$ cat src/rtl/core/clv_pkg.sv
// Shared types and constants of the circular list engine.
package clv_pkg;

	localparam int CAPACITY = 64;
	localparam int DATA_W   = 32;
	localparam int CNT_W    = $clog2(CAPACITY + 1);
	localparam int KIND_W   = 3;
	localparam int STAT_W   = 2;
	localparam int IN_DW    = 2 * DATA_W;
	localparam int OUT_DW   = ((CNT_W + DATA_W + 7) / 8) * 8;

	typedef enum logic [KIND_W-1:0] {
		K_INS_FRONT = 3'd0,
		K_INS_AFTER = 3'd1,
		K_INS_END   = 3'd2,
		K_DEL_FRONT = 3'd3,
		K_DEL_KEY   = 3'd4,
		K_DEL_END   = 3'd5,
		K_SEARCH    = 3'd6
	} kind_t;

	typedef enum logic [STAT_W-1:0] {
		ST_OK       = 2'd0,
		ST_EMPTY    = 2'd1,
		ST_NOTFOUND = 2'd2,
		ST_FULL     = 2'd3
	} status_t;

	typedef enum logic [2:0] {
		OP_HOLD,
		OP_INS_FRONT,
		OP_INS_AFTER,
		OP_INS_END,
		OP_DEL_FRONT,
		OP_DEL_KEY,
		OP_DEL_END
	} op_t;

	typedef struct packed {
		op_t               op;
		logic [DATA_W-1:0] key;
		logic [DATA_W-1:0] new_value;
	} clv_cmd_t;

	typedef struct packed {
		logic [DATA_W-1:0] val;
		logic              vld;
		logic              mark;
		logic              first;
		logic [DATA_W-1:0] cv;
		logic              tok;
	} clv_link_t;

endpackage

$ cat src/rtl/core/clv_cell.sv
// One list position: value, valid flag, scan flags and neighbor shifting.
module clv_cell import clv_pkg::*; (
	input  logic      clk,
	input  logic      arst_n,
	input  clv_cmd_t  cmd,
	input  clv_link_t left,
	input  clv_link_t right,
	output clv_link_t link
);

	logic [DATA_W-1:0] val_q;
	logic [DATA_W-1:0] cv_q;
	logic              vld_q;
	logic              mark_q;
	logic              first_q;
	logic              tok_q;

	logic [DATA_W-1:0] val_d;
	logic              vld_d;
	logic              hit;

	assign hit = vld_q && (val_q == cmd.key);

	always_comb begin
		val_d = val_q;
		vld_d = vld_q;
		case (cmd.op)
			OP_INS_FRONT: begin
				val_d = left.val;
				vld_d = left.vld;
			end
			OP_INS_AFTER: begin
				if (left.first) begin
					val_d = cmd.new_value;
					vld_d = 1'b1;
				end else if (left.mark) begin
					val_d = left.val;
					vld_d = left.vld;
				end
			end
			OP_INS_END: begin
				if (!vld_q && left.vld) begin
					val_d = cmd.new_value;
					vld_d = 1'b1;
				end
			end
			OP_DEL_FRONT: begin
				val_d = right.val;
				vld_d = right.vld;
			end
			OP_DEL_KEY: begin
				if (mark_q) begin
					val_d = right.val;
					vld_d = right.vld;
				end
			end
			OP_DEL_END: begin
				if (vld_q && !right.vld) begin
					vld_d = 1'b0;
				end
			end
			default: begin
			end
		endcase
	end

	always_ff @(posedge clk or negedge arst_n) begin
		if (!arst_n) begin
			vld_q   <= 1'b0;
			mark_q  <= 1'b0;
			first_q <= 1'b0;
			tok_q   <= 1'b0;
		end else begin
			vld_q <= vld_d;
			tok_q <= left.tok;
			if (left.tok) begin
				mark_q  <= left.mark | hit;
				first_q <= hit & ~left.mark;
			end
		end
	end

	always_ff @(posedge clk) begin
		val_q <= val_d;
		if (left.tok) begin
			cv_q <= vld_q ? val_q : left.cv;
		end
	end

	assign link.val   = val_q;
	assign link.vld   = vld_q;
	assign link.mark  = mark_q;
	assign link.first = first_q;
	assign link.cv    = cv_q;
	assign link.tok   = tok_q;

endmodule

$ cat config.mk
export PLATFORM = sky130hd
export DESIGN_NAME = clv_cell
export DESIGN_NICKNAME = d
export VERILOG_FILES = /design/src/rtl/core/clv_pkg.sv /design/src/rtl/core/clv_cell.sv
export SDC_FILE = /design/constraint.sdc
export NUM_CORES = 1
export LEC_CHECK = 0
export ABC_CLOCK_PERIOD_IN_PS = 18700
export BUFFER_PORTS_ARGS = -buffer_cell sky130_fd_sc_hd__buf_4
export CAP_MARGIN = 20
export CORE_AREA = 2 2 107 109
export DETAILED_ROUTE_END_ITERATION = 10
export DIE_AREA = 0 0 109 111
export PLACE_DENSITY = 0.68
export SYNTH_ARGS = -nofsm -noshare
export SYNTH_HDL_FRONTEND = slang
export SYNTH_SLANG_ARGS = --single-unit
$ cat constraint.sdc
create_clock -name clk -period 18.7 [get_ports clk]
set_input_delay 4.675 -clock clk [delete_from_list [all_inputs] [get_ports clk]]
set_output_delay 4.675 -clock clk [all_outputs]
set_load 0.005 [all_outputs]
# Yosys cells after proc, flatten, opt, wreduce, memory -nomap -nowiden
# Index checks and enable logic that the tools add are counted.
# op_classes
n_lt_le_gt_ge	0
n_mul	0
addsub	0
eq_ne	11
bitwise_logic	3
n_reduce_logical	9
mux	12
div_mod_pow	0
n_shift	0
# ops
cell	count
two-way mux 32 bit	5
one-hot mux 32 bit (5 select lines)	1
== test 32 bit	1
== test 3 bit (second input constant)	3
== test 3 x 2 -> 1 bit (second input constant)	2
inequality test 2 bit (second input constant)	3
one-hot mux 1 bit (6 select lines)	1
nonzero test 6 bit	1
two-way mux 1 bit	5
AND reduction 5 bit	1
nonzero test 5 bit	1
AND reduction 4 bit	1
== test 3 x 1 -> 1 bit (second input constant)	1
logical AND 1 bit	3
inequality test 3 bit (second input constant)	1
logical NOT 1 bit	2
bitwise AND 1 bit	1
inverter 1 bit	1
bitwise OR 1 bit	1
# word_totals
out_inout_bits	68
rom_bits	0
regBits	68
wordCells	41
mem_count	0
latchBits	0
mem_bits_rw	0

# Depth between registers and ports, before layout
# depth
depth_word	4
depth_mapped	8
ltp_nobuf	7

# Worst setup path before layout
# OpenSTA, ideal clock, no wires.
# synth_timing
path_kind	input-to-reg
start	input port cmd[64] (netlist bit)
end	register val_q[0], enable pin
t_required_ns	18.106
path_buffers	1
path_stages	4
arrival_ns	10.188
path_slack_ns	7.918
path_cell_list	buf_4 > nand2_2 > o221a_1 > a2111oi_0
# synth_between
elab_chain_cells	3
elab_cells_between_ends	10
classes_between	eq/ne (8); reduce/logical (2)
# synth_rtl
item	line_no	source
start, declared	clv_cell.sv:5	input clv_cmd_t cmd,
== test 3 x 2 -> 1 bit (tied with other cells)	clv_cell.sv:27	case (cmd.op)
inequality test 3 bit (no source line) (tied with other cells)	-	
AND reduction 4 bit (no source line) (*)	-	
end signal, assigned	clv_cell.sv:84	val_q <= val_d;
end, declared	clv_cell.sv:11	logic [DATA_W-1:0] val_q;
# Every way passes the cells marked *; elsewhere a longest branch is shown, timed or not.
# A chain may end at the register's enable or synchronous reset.

# Worst setup path in the final report
# layout_timing
start	input port cmd[65] (netlist bit)
end	register val_q[2] (data pin)
# layout_between
elab_chain_cells	2
elab_cells_between_ends	6
classes_between	eq/ne (5); mux (1)
# layout_rtl
item	line_no	source
== test 3 bit (tied with other cells)	clv_cell.sv:27	
one-hot mux 32 bit (5 select lines) (*)	clv_cell.sv:27	
named net val_d[2]	clv_cell.sv:18	logic [DATA_W-1:0] val_d;
# Mark *: on every way through the listed nets, which the timed path passes. The rest lies on a longest branch.

==> results.md <==
* Status: complete, no violations
* Initial Util at 32.2%
* Gate Count Post-Synth at 294
* Slew @ Worst Pin at 0.947 ns
* Placed instance area at 5450 µm²
* Routability cong. at 0.830
* Area of the mapped netlist at 3570 µm²
* Worst-path maximum fanout at 20
* CTS Hold Bufs at 0
* PD cells at 85.5 nW/µm²
* Tmin final at 6.38 ns
* Routed WL at 12000 µm
* Area grow syn2layout at 62.1%
* Global route overflow at 0
* I/O pins at 273
* ANT cells at 0
* Worst hold path type: reg2reg
* CTS tree: built
* CORE AREA at 11100 µm²
* Max cap viols at 0
* Final-layout fill cell count at 971
* Sequential fraction of the synthesis area at 56.7%
* Rows at 39
* Width of the die at 109 µm
* HPWL Detailed at 8940 µm
* Num CTS Buffers at 9
* Critical Path RT at 18.78 ns
* Final Max Tran Viols at 0
* Worst-skew pair later-pin latency at 0.33 ns
* Vias in the first global route at 3311
* Root Buffer Master: clkbuf_16
* WS Path Type: in2reg
* Fin crit share at 34.1%
* Tot GR Track Use at 19.4%
* Slew margin rel. at 36.9%
* CTS Buffer Depth at 2
* Syn_area_per_cell at 12.1 µm²
* Core Util, Final at 52.2%
* Fin nets at 732
* Largest net degree at the start of global routing at 38
* Hold Slack at 0.539 ns
* Achievable frequency at 157 MHz
* Post-CTS Repair Setup Buffers at 0
* Worst EP arrival at 6.46 ns
* Adder-Cell Fraction of Synth Area at 0.702%
* Layout cells sized above 1 at 54.7%
* Simple-gate share of the synthesized area at 7.37%
* Yosys reg bits at 68
* DR vias/cell at 4.87
* Port bufs at 237
* Global-route wire length before repair at 17300 µm
* RSZ-0062 raised after global routing: false
* Clock-pin slew on the worst setup and hold paths at 0.05 ns
* First-pass iteration count of the detailed router at 4
* Syn_nets at 501
* Logic gate share of total power at 24.2%
* Net Sw Frac at 25.0%
* Initial antenna violation count at 0
* Synth Area in Compound Gates at 13.1%
* Critical path capture point type: flip-flop
* Peak supply drop at 0.0334 mV
* Fin. Hold Viols at 0
* Max H-tree Level at 3
* Sequential power share at 43.3%
* Pwr Total at 0.494 mW
* Largest family of logic cells by synthesized area: compound AO/OA/AOI/OAI gates
* Top layer in use: met4
* DRC Markers at 0
* Final Skew at 0.00566 ns
* Clock Sinks at 68
* Setup crit start kind: input port
* NetSw at 0.124 mW
* Post-synthesis mux area share at 10.7%
* Total number of yosys warnings at 0
* XOR/XNOR Fraction of Synth Area at 7.86%
* Setup TNS at 0 ns
* Endpoints failing setup at 0
* Clock power share at 32.5%
* Die Span Y at 111 µm
* Remaining antenna violation count at 0
* Via Count at 3276
* Pint at 0.370 mW
* Met1 wire length at 4750 µm
* Initial drt markers at 152
* Met3 routed WL at 1010 µm
* Met2 WL at 6110 µm
* Die area at 12100 µm²
* Wire length per cell at 17.9 µm
* Synth unique cells at 34
* CTS resizes at 0
* Final Cell Area at 5780 µm²
* Leak at 2.48 nW
-- area by class of cell --
type	instances	area, µm²	area share, %
Multi-Input combinational cell	199	1430	24.7
Clock buffer	13	240	4.16
Sequential cell	68	2020	35.0
Timing Repair Buffer	243	1860	32.1
Clock inverter	3	37.5	0.649
Inverter	4	15.0	0.260
Tap cell	143	179	3.10
-- state kept, by name, summed over array words and instances, names as in the netlist --
| name | cells |
|---|---|
| tok_q | 1 |
| first_q | 1 |
| vld_q | 1 |
| val_q | 32 |
| cv_q | 32 |
| mark_q | 1 |
-- routing by layer --
metal	track usage, %	up-vias
met4	7.09	0
met1	23.3	1528
met5	0	-
met2	33.8	165
met3	3.82	12
li1	-	1571
-- cells in the final DEF, fill, tap and decap left out, types with 4 or more instances in the layout --
cell type,count
edfxtp_1,64
buf_4,240
nand2_1,33
clkbuf_16,9
mux2_2,32
xnor2_1,24
a22oi_1,32
nor2_1,4
clkbuf_1,4
xor2_1,8
o21ai_1,6
nand4_1,6
nor4_1,4
o21ai_0,28
-- logic make-up (layout without fill, tap and decap cells) --
kind of cell | Yosys count | after routing
AO/OA/AOI/OAI | 73 | 73
XOR/XNOR | 32 | 32
adder cells (fa/ha/maj) | 2 | 2
buffers and inverters | 27 | 263
flip-flops | 68 | 68
multiplexers | 34 | 34
AND/OR/NAND/NOR | 58 | 58
-- critical path, stage by stage --
cell and delay [ns]:
buf_4 0.14, inv_2 0.07, ha_1 0.57, a21o_1 0.52
buf_8 0.25, nand2_1 0.06, o21ai_0 0.17
-- cells in the mapped netlist --
master,count,share of area [%]
a22oi_1,32,6.7
buf_2,5,0.70
buf_4,5,1.1
or4_1,1,0.21
nor4_1,4,0.70
mux2i_1,1,0.28
nor2_1,4,0.42
xor2_1,8,2.0
inv_1,3,0.32
o22ai_1,1,0.18
dfrtp_1,4,2.8
buf_1,3,0.32
o221a_1,1,0.32
nor2b_1,1,0.18
ha_1,2,0.70
a311oi_1,1,0.25
nand2_2,1,0.18
o21ai_0,28,3.9
mux2_1,1,0.32
inv_2,1,0.11
o21ai_1,6,0.84
a21o_1,1,0.21
a31oi_1,1,0.18
a2111oi_0,1,0.25
nand2b_1,1,0.18
clkbuf_1,10,1.1
nand4_1,6,1.1
o2111ai_1,1,0.25
nand3_1,3,0.42
mux2_2,32,10
nand2_1,33,3.5
xnor2_1,24,5.9
nor3_1,4,0.56
edfxtp_1,64,54
-- through the flow --
stage | worst slack, ns | cells
floorplan | 7.92 | 294
global placement | 11.43 | 654
detailed placement | 11.31 | 654
CTS | 11.64 | 670
global route | 12.21 | 673
finish | 12.32 | 673
-- final timing paths --
check | end | cells past startpoint | startpoint | slack (ns)
setup / recovery | val_q[2] | 7 | cmd[65] | 12.32
hold / removal | first_q | 2 | first_q | 0.54
setup reg to reg | val_q[27] | 3 | vld_q | 16.36
hold reg to reg | first_q | 2 | first_q | 0.54
max in group asynchronous | vld_q | 1 | arst_n | 14.44
min in group asynchronous | tok_q | 1 | arst_n | 4.14
-- power groups by stage --
stage | sequential (mW) | combinational (mW) | clock (mW)
6_report | 0.214 | 0.120 | 0.161
5_1_grt | 0.217 | 0.130 | 0.169
4_1_cts | 0.214 | 0.119 | 0.165
3_5_place_dp | 0.217 | 0.118 | 0
3_3_place_gp | 0.216 | 0.115 | 0
2_1_floorplan | 0.209 | 0.0520 | 0
Power figures use the tool's default switching activity.
